==> config.mk <==
export PLATFORM = sky130hd
export DESIGN_NAME = utf16_utf32_to_utf8_unit
export DESIGN_NICKNAME = d
export VERILOG_FILES = /design/src/utt8_pkg.sv /design/src/utt8_front.sv /design/src/utt8_queue.sv /design/src/utt8_back.sv /design/src/utf16_utf32_to_utf8_unit.sv
export SDC_FILE = /design/constraint.sdc
export NUM_CORES = 1
export LEC_CHECK = 0
export ABC_AREA = 1
export ABC_CLOCK_PERIOD_IN_PS = 6690
export BUFFER_PORTS_ARGS = -buffer_cell sky130_fd_sc_hd__buf_2
export CAP_MARGIN = 15
export CORE_AREA = 5 5 204 206
export CTS_CLUSTER_DIAMETER = 120
export DETAILED_ROUTE_END_ITERATION = 10
export DIE_AREA = 0 0 209 211
export GPL_TIMING_DRIVEN = 0
export PLACE_DENSITY = 0.7
export SLEW_MARGIN = 20
export SYNTH_ARGS = -nofsm -noshare
export SYNTH_HDL_FRONTEND = slang
export SYNTH_SLANG_ARGS = --single-unit
==> constraint.sdc <==
create_clock -name clk_i -period 6.69 [get_ports clk_i]
set_input_delay 1.338 -clock clk_i [delete_from_list [all_inputs] [get_ports clk_i]]
set_output_delay 1.338 -clock clk_i [all_outputs]
set_load 0.01 [all_outputs]
==> src/utt8_pkg.sv <==
// Shared types and constants for the UTF-16/UTF-32 to UTF-8 transcoder.
package utt8_pkg;

  // Source formats held in the format register.
  localparam logic [1:0] FMT_U16LE = 2'd0;
  localparam logic [1:0] FMT_U16BE = 2'd1;
  localparam logic [1:0] FMT_U32LE = 2'd2;
  localparam logic [1:0] FMT_U32BE = 2'd3;

  // Result status codes.
  localparam logic [1:0] ST_DATA = 2'd0;
  localparam logic [1:0] ST_OK   = 2'd1;
  localparam logic [1:0] ST_BAD  = 2'd2;

  // Register byte-address selector (bit 2 of paddr).
  localparam logic REG_FORMAT = 1'b0;

  localparam int unsigned CP_WIDTH    = 21;
  localparam int unsigned EPOS_WIDTH  = 32;
  localparam int unsigned QUEUE_DEPTH = 4;

  localparam logic [CP_WIDTH-1:0] CP_SUPP_BASE = 21'h10000;
  localparam logic [31:0]         CP_MAX       = 32'h0010FFFF;

  // One queued work unit: an optional code point and an optional closing status.
  typedef struct packed {
    logic                  cp_valid;
    logic [CP_WIDTH-1:0]   cp;
    logic                  status_valid;
    logic [1:0]            status;
    logic [EPOS_WIDTH-1:0] pos;
  } utt8_entry_t;

endpackage

==> src/utt8_front.sv <==
// Front end: gathers source bytes into code units, checks them, queues work.
module utt8_front #(
  parameter int unsigned POS_WIDTH = 32
) (
  input  logic                 clk_i,
  input  logic                 rst_ni,
  input  logic [1:0]           format_i,
  input  logic                 clear_i,
  input  logic                 accept_i,
  input  logic [7:0]           in_byte_i,
  input  logic                 in_last_i,
  output logic                 push_o,
  output utt8_pkg::utt8_entry_t entry_o
);

  localparam logic [POS_WIDTH-1:0] PosMax = '1;

  logic [23:0]                   gather_q, gather_d;
  logic [1:0]                    phase_q, phase_d;
  logic                          hi_pend_q, hi_pend_d;
  logic [9:0]                    hi_bits_q, hi_bits_d;
  logic [POS_WIDTH-1:0]          count_q, count_d;
  logic                          err_q, err_d;
  logic [POS_WIDTH-1:0]          err_pos_q, err_pos_d;

  logic [POS_WIDTH-1:0]          unit_pos;
  logic [15:0]                   unit16;
  logic [31:0]                   word32;
  logic                          u_high, u_low;
  logic                          odd, flag;
  logic                          cp_valid;
  logic [utt8_pkg::CP_WIDTH-1:0] cp;
  logic [POS_WIDTH-1:0]          report_pos;
  logic [63:0]                   report_ext;

  assign unit_pos = count_q - POS_WIDTH'(phase_q);
  assign unit16   = format_i[0] ? {gather_q[7:0], in_byte_i} : {in_byte_i, gather_q[7:0]};
  assign word32   = format_i[0] ? {gather_q[7:0], gather_q[15:8], gather_q[23:16], in_byte_i}
                                : {in_byte_i, gather_q};
  assign u_high   = (unit16[15:10] == 6'b110110);
  assign u_low    = (unit16[15:10] == 6'b110111);

  always_comb begin
    gather_d  = gather_q;
    phase_d   = phase_q;
    hi_pend_d = hi_pend_q;
    hi_bits_d = hi_bits_q;
    count_d   = count_q;
    err_d     = err_q;
    err_pos_d = err_pos_q;
    odd       = 1'b0;
    flag      = 1'b0;
    cp_valid  = 1'b0;
    cp        = '0;
    if (accept_i) begin
      if (!format_i[1]) begin
        if (phase_q == 2'd0) begin
          gather_d = {16'd0, in_byte_i};
          phase_d  = 2'd1;
          odd      = 1'b1;
        end else begin
          gather_d = '0;
          phase_d  = 2'd0;
          if (!err_q) begin
            if (hi_pend_q) begin
              // Second half of a pair: must be a low surrogate.
              if (u_low) begin
                cp_valid = 1'b1;
                cp       = utt8_pkg::CP_SUPP_BASE + {1'b0, hi_bits_q, unit16[9:0]};
              end else begin
                flag = 1'b1;
              end
              hi_pend_d = 1'b0;
              hi_bits_d = '0;
            end else if (u_high) begin
              if (in_last_i) begin
                flag = 1'b1;
              end else begin
                hi_pend_d = 1'b1;
                hi_bits_d = unit16[9:0];
              end
            end else if (u_low) begin
              flag = 1'b1;
            end else begin
              cp_valid = 1'b1;
              cp       = {5'd0, unit16};
            end
          end
        end
      end else begin
        if (phase_q != 2'd3) begin
          gather_d = gather_q | (24'(in_byte_i) << {phase_q, 3'b000});
          phase_d  = phase_q + 2'd1;
        end else begin
          gather_d = '0;
          phase_d  = 2'd0;
          if (!err_q) begin
            if ((word32 > utt8_pkg::CP_MAX) || (word32[31:11] == 21'h1B)) begin
              flag = 1'b1;
            end else begin
              cp_valid = 1'b1;
              cp       = word32[utt8_pkg::CP_WIDTH-1:0];
            end
          end
        end
      end
      if (flag) begin
        err_d     = 1'b1;
        err_pos_d = unit_pos;
      end
      if (count_q != PosMax) begin
        count_d = count_q + POS_WIDTH'(1);
      end
      // Close the stream: drop all stream state.
      if (in_last_i) begin
        gather_d  = '0;
        phase_d   = 2'd0;
        hi_pend_d = 1'b0;
        hi_bits_d = '0;
        count_d   = '0;
        err_d     = 1'b0;
        err_pos_d = '0;
      end
    end
    if (clear_i) begin
      gather_d  = '0;
      phase_d   = 2'd0;
      hi_pend_d = 1'b0;
      hi_bits_d = '0;
      count_d   = '0;
      err_d     = 1'b0;
      err_pos_d = '0;
    end
  end

  // Odd length wins and is reported at the last byte.
  assign report_pos = odd ? count_q : (flag ? unit_pos : err_pos_q);
  assign report_ext = 64'(report_pos);

  always_comb begin
    entry_o.cp_valid     = cp_valid;
    entry_o.cp           = cp;
    entry_o.status_valid = in_last_i;
    entry_o.status       = utt8_pkg::ST_OK;
    entry_o.pos          = '0;
    if (odd || flag || err_q) begin
      entry_o.status = utt8_pkg::ST_BAD;
      entry_o.pos    = (report_ext[63:32] != 32'd0) ? '1 : report_ext[31:0];
    end
  end

  assign push_o = accept_i && (cp_valid || in_last_i);

  always_ff @(posedge clk_i or negedge rst_ni) begin
    if (!rst_ni) begin
      gather_q  <= '0;
      phase_q   <= 2'd0;
      hi_pend_q <= 1'b0;
      hi_bits_q <= '0;
      count_q   <= '0;
      err_q     <= 1'b0;
      err_pos_q <= '0;
    end else begin
      gather_q  <= gather_d;
      phase_q   <= phase_d;
      hi_pend_q <= hi_pend_d;
      hi_bits_q <= hi_bits_d;
      count_q   <= count_d;
      err_q     <= err_d;
      err_pos_q <= err_pos_d;
    end
  end

endmodule

==> src/utt8_queue.sv <==
// Short work queue between the front end and the byte emitter.
module utt8_queue (
  input  logic                  clk_i,
  input  logic                  rst_ni,
  input  logic                  push_i,
  input  utt8_pkg::utt8_entry_t entry_i,
  input  logic                  pop_i,
  output logic                  full_o,
  output logic                  nonempty_o,
  output utt8_pkg::utt8_entry_t head_o
);

  localparam int unsigned PtrW = $clog2(utt8_pkg::QUEUE_DEPTH);
  localparam int unsigned CntW = $clog2(utt8_pkg::QUEUE_DEPTH + 1);

  utt8_pkg::utt8_entry_t slots_q [utt8_pkg::QUEUE_DEPTH];
  logic [PtrW-1:0] wr_ptr_q, rd_ptr_q;
  logic [CntW-1:0] count_q;
  logic            do_push, do_pop;

  assign full_o     = (count_q == CntW'(utt8_pkg::QUEUE_DEPTH));
  assign nonempty_o = (count_q != '0);
  assign head_o     = slots_q[rd_ptr_q];
  assign do_push    = push_i && !full_o;
  assign do_pop     = pop_i && nonempty_o;

  always_ff @(posedge clk_i) begin
    if (do_push) begin
      slots_q[wr_ptr_q] <= entry_i;
    end
  end

  always_ff @(posedge clk_i or negedge rst_ni) begin
    if (!rst_ni) begin
      wr_ptr_q <= '0;
      rd_ptr_q <= '0;
      count_q  <= '0;
    end else begin
      if (do_push) begin
        wr_ptr_q <= wr_ptr_q + PtrW'(1);
      end
      if (do_pop) begin
        rd_ptr_q <= rd_ptr_q + PtrW'(1);
      end
      if (do_push && !do_pop) begin
        count_q <= count_q + CntW'(1);
      end else if (!do_push && do_pop) begin
        count_q <= count_q - CntW'(1);
      end
    end
  end

`ifndef SYNTHESIS
  a_no_overflow: assert property (@(posedge clk_i) disable iff (!rst_ni)
    full_o |=> (count_q == CntW'(utt8_pkg::QUEUE_DEPTH)) || $past(do_pop))
    else $error("queue count moved from full without a pop");
  a_ptr_gap: assert property (@(posedge clk_i) disable iff (!rst_ni)
    (count_q == '0) || (count_q == CntW'(utt8_pkg::QUEUE_DEPTH)) |-> wr_ptr_q == rd_ptr_q)
    else $error("queue pointers disagree with count");
  a_pop_nonempty: assert property (@(posedge clk_i) disable iff (!rst_ni)
    (nonempty_o && !do_push && do_pop && count_q == CntW'(1)) |=> !nonempty_o)
    else $error("queue not empty after last pop");
`endif

endmodule

==> src/utt8_back.sv <==
// Back end: expands queued code points into UTF-8 bytes and closing status.
module utt8_back (
  input  logic                  clk_i,
  input  logic                  rst_ni,
  input  logic                  head_valid_i,
  input  utt8_pkg::utt8_entry_t head_i,
  output logic                  pop_o,
  output logic                  out_valid_o,
  input  logic                  out_stall_i,
  output logic [7:0]            out_byte_o,
  output logic [1:0]            out_status_o,
  output logic                  out_last_o,
  output logic [31:0]           out_error_pos_o
);

  logic [2:0]  idx_q;
  logic [2:0]  ncp;
  logic [1:0]  rem;
  logic        is_byte, last_piece, load;
  logic [7:0]  byte_val;
  logic        valid_q;
  logic [7:0]  byte_q;
  logic [1:0]  status_q;
  logic        last_q;
  logic [31:0] pos_q;

  always_comb begin
    if (head_i.cp < 21'h80) begin
      ncp = 3'd1;
    end else if (head_i.cp < 21'h800) begin
      ncp = 3'd2;
    end else if (head_i.cp < 21'h10000) begin
      ncp = 3'd3;
    end else begin
      ncp = 3'd4;
    end
  end

  assign is_byte    = head_i.cp_valid && (idx_q < ncp);
  assign rem        = 2'(ncp - 3'd1 - idx_q);
  assign last_piece = is_byte ? ((idx_q == ncp - 3'd1) && !head_i.status_valid) : 1'b1;
  assign load       = head_valid_i && (!valid_q || !out_stall_i);
  assign pop_o      = load && last_piece;

  always_comb begin
    if (idx_q == 3'd0) begin
      unique case (ncp)
        3'd1:    byte_val = {1'b0, head_i.cp[6:0]};
        3'd2:    byte_val = {3'b110, head_i.cp[10:6]};
        3'd3:    byte_val = {4'b1110, head_i.cp[15:12]};
        default: byte_val = {5'b11110, head_i.cp[20:18]};
      endcase
    end else begin
      unique case (rem)
        2'd0:    byte_val = {2'b10, head_i.cp[5:0]};
        2'd1:    byte_val = {2'b10, head_i.cp[11:6]};
        default: byte_val = {2'b10, head_i.cp[17:12]};
      endcase
    end
  end

  always_ff @(posedge clk_i) begin
    if (load) begin
      if (is_byte) begin
        byte_q   <= byte_val;
        status_q <= utt8_pkg::ST_DATA;
        last_q   <= 1'b0;
        pos_q    <= '0;
      end else begin
        byte_q   <= '0;
        status_q <= head_i.status;
        last_q   <= 1'b1;
        pos_q    <= head_i.pos;
      end
    end
  end

  always_ff @(posedge clk_i or negedge rst_ni) begin
    if (!rst_ni) begin
      valid_q <= 1'b0;
      idx_q   <= '0;
    end else begin
      if (load) begin
        valid_q <= 1'b1;
        idx_q   <= last_piece ? 3'd0 : idx_q + 3'd1;
      end else if (!out_stall_i) begin
        valid_q <= 1'b0;
      end
    end
  end

  assign out_valid_o     = valid_q;
  assign out_byte_o      = byte_q;
  assign out_status_o    = status_q;
  assign out_last_o      = last_q;
  assign out_error_pos_o = pos_q;

endmodule

==> src/utf16_utf32_to_utf8_unit.sv <==
// Top level of the UTF-16/UTF-32 to UTF-8 transcoder.
// The first result of a source byte passes the work queue and the emitter's output register.
// Throughput: one source byte per cycle while the work queue has room; the
// emitter gives one result per cycle, one per UTF-8 byte, while the result channel does not stall.
// Reset clears the format register (UTF-16 LE), the stream state and the queue.
module utf16_utf32_to_utf8_unit #(
  parameter int unsigned POS_WIDTH = 32
) (
  input  logic        clk_i,
  input  logic        rst_ni,
  // configuration port
  input  logic        psel,
  input  logic        penable,
  input  logic        pwrite,
  input  logic [2:0]  paddr,
  input  logic [31:0] pwdata,
  output logic [31:0] prdata,
  output logic        pready,
  // source byte channel
  input  logic        in_valid_i,
  output logic        in_stall_o,
  input  logic [7:0]  in_byte_i,
  input  logic        in_last_i,
  // UTF-8 result channel
  output logic        out_valid_o,
  input  logic        out_stall_i,
  output logic [7:0]  out_byte_o,
  output logic [1:0]  out_status_o,
  output logic        out_last_o,
  output logic [31:0] out_error_pos_o
);

  logic [1:0]            format_q;
  logic                  cfg_wr, fmt_wr;
  logic                  accept;
  logic                  push, pop, full, nonempty;
  utt8_pkg::utt8_entry_t entry, head;

  // Register write completes in the access phase; the low address bits
  // select a byte within the word and are ignored.
  assign pready = 1'b1;
  assign cfg_wr = psel && penable && pwrite && pready;
  assign fmt_wr = cfg_wr && (paddr[2] == utt8_pkg::REG_FORMAT);
  assign prdata = (paddr[2] == utt8_pkg::REG_FORMAT) ? {30'd0, format_q} : 32'd0;

  always_ff @(posedge clk_i or negedge rst_ni) begin
    if (!rst_ni) begin
      format_q <= utt8_pkg::FMT_U16LE;
    end else if (fmt_wr) begin
      format_q <= pwdata[1:0];
    end
  end

  // Hold the source side while the queue is full.
  assign in_stall_o = full;
  assign accept     = in_valid_i && !in_stall_o;

  utt8_front #(
    .POS_WIDTH (POS_WIDTH)
  ) u_front (
    .clk_i     (clk_i),
    .rst_ni    (rst_ni),
    .format_i  (format_q),
    .clear_i   (fmt_wr),
    .accept_i  (accept),
    .in_byte_i (in_byte_i),
    .in_last_i (in_last_i),
    .push_o    (push),
    .entry_o   (entry)
  );

  utt8_queue u_queue (
    .clk_i      (clk_i),
    .rst_ni     (rst_ni),
    .push_i     (push),
    .entry_i    (entry),
    .pop_i      (pop),
    .full_o     (full),
    .nonempty_o (nonempty),
    .head_o     (head)
  );

  // The emitter's output register parts the queue from the result channel.
  utt8_back u_back (
    .clk_i           (clk_i),
    .rst_ni          (rst_ni),
    .head_valid_i    (nonempty),
    .head_i          (head),
    .pop_o           (pop),
    .out_valid_o     (out_valid_o),
    .out_stall_i     (out_stall_i),
    .out_byte_o      (out_byte_o),
    .out_status_o    (out_status_o),
    .out_last_o      (out_last_o),
    .out_error_pos_o (out_error_pos_o)
  );

`ifndef SYNTHESIS
  a_data_clean: assert property (@(posedge clk_i) disable iff (!rst_ni)
    out_valid_o && (out_status_o == utt8_pkg::ST_DATA)
      |-> !out_last_o && (out_error_pos_o == 32'd0))
    else $error("data result carries closing fields");
  a_status_last: assert property (@(posedge clk_i) disable iff (!rst_ni)
    out_valid_o && (out_status_o != utt8_pkg::ST_DATA) |-> out_last_o && (out_byte_o == 8'd0))
    else $error("status result without last or with a byte");
  a_status_code: assert property (@(posedge clk_i) disable iff (!rst_ni)
    out_valid_o |-> (out_status_o == utt8_pkg::ST_DATA) || (out_status_o == utt8_pkg::ST_OK)
      || (out_status_o == utt8_pkg::ST_BAD))
    else $error("undefined status code");
  a_ok_pos: assert property (@(posedge clk_i) disable iff (!rst_ni)
    out_valid_o && (out_status_o == utt8_pkg::ST_OK) |-> out_error_pos_o == 32'd0)
    else $error("good stream reports an error position");
`endif

endmodule

; Word level (Yosys, flattened, before mapping)
; Memories as Yosys holds them, arrays and structs flattened.
; Index checks and enable logic that the tools add are counted.
[word_totals]
regBits = 158
ram_bits = 228
input_bits = 51
output_inout_bits = 78
elab_cells = 186
mem_count = 1
[op_classes]
n_addsub = 11
n_lt_le_gt_ge = 5
n_eq_ne = 15
shifts = 1
n_mux = 97
bitwise_logic = 2
n_reduce_logical = 37
[memory_table]
columns = name, depth, word_bits, read_ports, rd_clocked_by_memory_dff, write_ports, line
row1 = u_queue.slots_q, 4, 57, 1, 0, 1, utt8_queue.sv:16  ; utt8_pkg::utt8_entry_t slots_q [utt8_pkg::QUEUE_DEPTH];
[op_table]
columns = cell, n
row1 = $mux 32, 11
row2 = $mux 21, 10
row3 = $mux 24, 5
row4 = $mux 10, 8
row5 = $mux 1, 44
row6 = $mux 34, 1
row7 = $add 32x1->32 const B, 1
row8 = $gt 32x21->1 const B, 1
row9 = $mux 16, 2
row10 = $ne 32x32->1 const B, 1
row11 = $sub 32x2->32, 1
row12 = $or 24x24->24, 1
row13 = $pmux 8 s3, 1
row14 = $shl 8x5->24, 1
row15 = $add 17x20->21 const A, 1
row16 = $eq 21x5->1 const B, 1
row17 = $lt 21x12->1 const B, 1
row18 = $lt 21x17->1 const B, 1
row19 = $lt 21x8->1 const B, 1
row20 = $mux 3, 6
row21 = $mux 8, 2
row22 = $logic_and 1x1->1, 13
row23 = $eq 6x6->1 const B, 2
row24 = $mux 2, 6
row25 = 26 further kinds, 46

; Logic depth before layout (Yosys ltp)
[logic_depth]
word_depth = 16
ltp_mapped = 28
depth_no_buf = 26

; By module
; A second synthesis with hierarchy kept.
[hier_totals]
hier_cells = 2259
hier_area_um2 = 20453.4
[modules_own_cells]
columns = mod, instances, cells_each, area_per_inst_um2, seq_area_each_um2
row1 = utt8_queue, 1, 726, 9581.7, 7021.7
row2 = utt8_front, 1, 1192, 7957.6, 2552.4
row3 = utt8_back, 1, 288, 2548.7, 1391.3
row4 = utf16_utf32_to_utf8_unit, 1, 53, 365.4, 50.0

; Least setup slack after synthesis
; Ideal clock, no wire load.
[synth_path]
path_kind = input -> register
startpoint = input in_byte_i[4]
endpoint = memory u_queue.slots_q[0][0] (netlist bit) (enable)
setup_time_ns = 0.559
t_arrival_ns = 6.486
required_time_ns = 6.131
path_slack_ns = -0.355
cell_stages = 12
path_buffers = 0
cell_sequence = inv_1 > o21ai_0 > nand2_1 > nor2_2 > nand2_1 > nand2_1 > nand2_1 > inv_1 > nand2_1 > nand2_1 > nand2_1 > a21boi_0
[synth_via]
elab_chain_cells = 14
elab_cells_between_ends = 23
classes_between = order compare (1) / eq/ne (3) / mux (15) / reduce/logical (4)
[synth_lines]
columns = item, line
row1 = start: declaration, utf16_utf32_to_utf8_unit.sv:22  ; input logic [7:0] in_byte_i,
row2 = "parallel branches: the longest is 7 deep, another holds $gt 32x21->1", --
row3 = $mux 1 *, utt8_front.sv:56  ; if (!format_i[1]) begin
row4 = $mux 1 *, utt8_front.sv:55  ; if (accept_i) begin
row5 = $logic_or 1x1->1 *, utt8_front.sv:152  ; assign push_o = accept_i && (cp_valid || in_last_i);
row6 = $logic_and 1x1->1 *, utt8_front.sv:152
row7 = $logic_and 1x1->1 *, utt8_queue.sv:24  ; assign do_push = push_i && !full_o;
row8 = $mux 1 *, utt8_queue.sv:28  ; if (do_push) begin
row9 = $mux 1 (not written as such) *, utt8_queue.sv:29  ; slots_q[wr_ptr_q] <= entry_i;
row10 = end: declaration, utt8_queue.sv:16
; Mark *: on every way between the ends.

; Final worst setup path
[layout_path]
startpoint = register u_queue.rd_ptr_q[0]
endpoint = register u_queue.count_q[2]
[layout_via]
elab_chain_cells = 14
elab_cells_between_ends = 21
classes_between = add/sub (1) / order compare (4) / eq/ne (1) / mux (5) / reduce/logical (9) / memory (1)
[layout_lines]
columns = item, line
row1 = start: declaration, utt8_queue.sv:17  ; logic [PtrW-1:0] wr_ptr_q, rd_ptr_q;
row2 = start signal: assignment, utt8_queue.sv:43  ; rd_ptr_q <= rd_ptr_q + PtrW'(1);
row3 = $mem_v2 4x57 *, --
row4 = $lt 21x17->1, utt8_back.sv:32  ; end else if (head_i.cp < 21'h10000) begin
row5 = $mux 3, utt8_back.sv:32
row6 = $mux 3, utt8_back.sv:30  ; end else if (head_i.cp < 21'h800) begin
row7 = $mux 3, utt8_back.sv:28  ; if (head_i.cp < 21'h80) begin
row8 = $sub 3x1->3, --
row9 = $eq 3x3->1, utt8_back.sv:41  ; assign last_piece = is_byte ? ((idx_q == ncp - 3'd1) && !head_i.status_valid) : 1'b1;
row10 = $logic_and 1x1->1, utt8_back.sv:41
row11 = $mux 1 *, utt8_back.sv:41
row12 = $logic_and 1x1->1 *, utt8_back.sv:43  ; assign pop_o = load && last_piece;
row13 = $logic_and 1x1->1 *, utt8_queue.sv:25  ; assign do_pop = pop_i && nonempty_o;
row14 = $logic_not 1->1, utt8_queue.sv:45  ; if (do_push && !do_pop) begin
row15 = $logic_and 1x1->1, utt8_queue.sv:45
row16 = $mux 3 / $reduce_bool 2->1 (equally long branches), --
row17 = end signal: assignment, utt8_queue.sv:46  ; count_q <= count_q + CntW'(1);
row18 = end signal: assignment, utt8_queue.sv:48  ; count_q <= count_q - CntW'(1);
row19 = end: declaration, utt8_queue.sv:18  ; logic [CntW-1:0] count_q;
; Every way passes the cells marked *; elsewhere a longest branch is shown, timed or not.
; A chain may end at the register's enable or synchronous reset.

==> metrics.md <==
| Metric | Value |
|---|---|
| Status | finished, final reports clean |
| Setup bufs post-CTS | 0 |
| Commonest non-fill, non-tap cell in the layout | nand2_1 |
| Row count | 73 |
| Power Density | 400.8 nW/um^2 |
| Die X | 209 um |
| Pleak | 0.009454 uW |
| Most frequent cells in the layout | 448 x nand2_1, 271 x edfxtp_1, 262 x nor2_1 |
| Fill cell count | 3423 |
| Ports | 129 |
| Remaining Overflow, GRT | 0 |
| Post-synthesis average cell area | 9.034 sq um |
| Final Setup Violations | 0 |
| Clock Tree Buf Depth | 3 |
| Drt total wl | 50790 um |
| Initial antenna violation count | 0 |
| Hold-fix buffers, CTS | 0 |
| Vias in the first global route | 14870 |
| CTS Buf Count | 40 |
| Vias/cell | 5.441 |
| Netlist cell types | 47 |
| Hold Crit Class | reg2reg |
| Kind of start point of the critical path | flop |
| Crit end category | flop |
| Hold Vio Cnt, Final | 0 |
| All-Layer GR Usage | 22.83% |
| Cells on worst reg2reg path | 27 |
| Number of max-slew violations in the final report | 0 |
| WL/cell | 17.74 um |
| Tcrit/Tclk final | 69.42% |
| H-tree Lvls | 2 |
| RD Place Congestion | 0.9859 |
| DRT Pass-1 Iters | 6 |
| Die height | 211 um |
| Crit Path Max Fanout | 10 |
| Area of the core | 39460 sq um |
| Initial Utilization | 49.34% |
| Setup TNS | 0 ns |
| Clock latency on the worst-skew pair | 0.55 ns |
| CTS tree | built |
| Area Overhead vs Synth | 14.52% |
| Clock Sink Count | 386 |
| Share of layout cells above drive strength 1 | 10.95% |
| CTS root buffer | clkbuf_16 |
| Die ar. | 44100 sq um |
| Hpwl dp | 36930 um |
| Relative slew margins | 45.04% |
| Seq/Total Area, Yosys | 56.58% |
| DR vias | 15580 |
| Antenna-violating nets left | 0 |
| Post-Syn Instances | 2155 |
| CP Data Required Time | 7.11 ns |
| Hold path depth | 2 |
| Max Cap Viol | 0 |
| # DRC | 0 |
| Initial DRC Count | 1688 |
| RSZ-0062 raised after global routing | no |
| Tightest Pin Transition | 0.8181 ns |
| Port-buffer cells | 65 |
| Reg clk slew, reported paths | 0.06 ns |
| Post-synth top flop | edfxtp_1 |
| First-pass GRT wire length | 81380 um |
| Final Skew | 0.01865 ns |
| Post-synth EDFFs | 271 |
| Largest net degree at the start of global routing | 70 |
| # resized after CTS | 0 |
| Crit Path Category | reg2reg |
| Total Nets Final | 2378 |
| Final worst path period need | 4.644 ns |
| Post-Syn Area | 19470 sq um |
| Asr flop ratio synth | 29.79% |
| Final Total Pwr | 8936 uW |
| Count of warnings emitted by yosys | 0 |
| #FFs+latches synth | 386 |
| Worst Path Arrival | 5.06 ns |
| VDD IR max | 0.1790 mV |
| Fmax | 215.3 MHz |
-- cells by family (layout without fill, tap and decap cells) --
kind of cell	after synthesis	in the layout	share of synthesized area, %
adders and majority gates	22	22	1.491
and+or+nand+nor	942	942	20.13
DFF	386	386	56.58
xor gates and xnor gates	55	55	2.474
other	2	32	0.03857
muxes	1	1	0.05784
buffers and inverters	363	516	8.226
AOI/OAI and AO/OA	384	384	11.00
-- worst max-delay path, cell delays in order, from the launching register on --
cell	delay [ns]
dfrtp_1	0.41
buf_4	0.18
inv_2	0.11
buf_4	0.19
buf_2	0.25
nand2_1	0.08
nand3_1	0.07
nand2_1	0.13
nand4_1	0.15
nor2_1	0.07
nand2_1	0.20
inv_1	0.14
nor2_1	0.20
inv_1	0.10
ha_1	0.27
nand2_1	0.07
nor2_1	0.04
a211oi_1	0.17
nand2_1	0.09
inv_1	0.20
nand2_1	0.19
nand2_1	0.16
ha_1	0.18
inv_1	0.07
fa_1	0.37
a21oi_1	0.14
o21ai_0	0.11
xor2_1	0.15
-- metrics by stage --
| step | utilization, % | setup slack (ns) | hold WS (ns) | std cells | cell area (sq um) |
|---|---|---|---|---|---|
| 6_report | 56.50 | 2.046 | 0.5024 | 2863 | 22300 |
| 2_1_floorplan | - | -0.3552 | 0.4746 | 2184 | 19580 |
| 5_1_grt | 56.50 | 1.503 | 0.5319 | 2862 | 22290 |
| 3_5_place_dp | 53.13 | 2.095 | 0.4950 | 2788 | 20970 |
| 4_1_cts | 56.50 | 2.057 | 0.5110 | 2862 | 22290 |
| 3_3_place_gp | 52.11 | -3.942 | 0.4914 | 2774 | 20560 |
-- cell usage after synthesis, types with 6 or more instances --
library cell  count  area (sq um)
a21oi_1          79         395.4
a22oi_1           9         67.56
buf_1             7         26.28
buf_2            29         145.1
buf_4            42         315.3
buf_6             6         67.56
clkbuf_1         60         225.2
dfrtp_1         115          2878
edfxtp_1        271          8138
ha_1             20         250.2
inv_1           207         777.0
inv_2             7         26.28
nand2_1         448          1682
nand2_2           6         37.54
nand3_1         145         725.7
nand4_1          19         118.9
nor2_1          262         983.4
nor3_1           44         220.2
o21ai_0         155         775.7
o21ai_1          46         230.2
o21ai_2          16         140.1
o22ai_1          54         337.8
o31ai_1          10         75.07
xor2_1           50         437.9
-- flip-flops by register name, indices dropped and copies added (netlist names), 2 cells and up --
register / flops
u_queue.wr_ptr_q: 2
u_back.out_error_pos_o: 32
u_back.out_status_o: 2
format_q: 2
u_front.err_pos_q: 32
u_back.out_byte_o: 8
u_queue.count_q: 3
u_front.gather_q: 24
u_queue.rd_ptr_q: 2
u_front.hi_bits_q: 10
u_front.count_q: 32
u_front.phase_q: 2
u_queue.slots_q: 228
u_back.idx_q: 3
-- final timing paths --
check / startpoint / to / slack [ns]
max reg2reg: u_queue.rd_ptr_q[0] / u_queue.count_q[2] / 2.05
min in group asynchronous: rst_ni / u_front.err_pos_q[3] / 0.83
min reg2reg: u_back.out_valid_o / u_back.out_valid_o / 0.50
max in group asynchronous: rst_ni / u_front.gather_q[16] / 5.16
min: u_back.out_valid_o / u_back.out_valid_o / 0.50
max: u_queue.rd_ptr_q[0] / u_queue.count_q[2] / 2.05
-- report_power, final --
part           switching (uW)  internal, uW
Clock                     937          1310
Sequential                153          3150
Combinational            2350          1040
Total                    3440          5500
-- routing by layer --
layer	share of wire, %	track usage [%]
met2	47	37.51
met4	3.0	6.998
met5	0	0
met1	43	31.95
met3	7.0	3.149
-- layout make-up --
cell class / count / area [sq um] / share of cell area [%]
flip-flops and latches: 386 / 11020 / 49.41
repair buffers: 79 / 684.4 / 3.070
plain buffers: 144 / 779.5 / 3.496
diodes: 1 / 2.502 / 0.01122
inverters: 219 / 823.3 / 3.693
multi-input cells: 1435 / 7005 / 31.42
clock inverters: 25 / 292.8 / 1.313
clock buffers: 49 / 1035 / 4.641
well taps: 525 / 656.9 / 2.946
(Power assumes the default switching activity.)
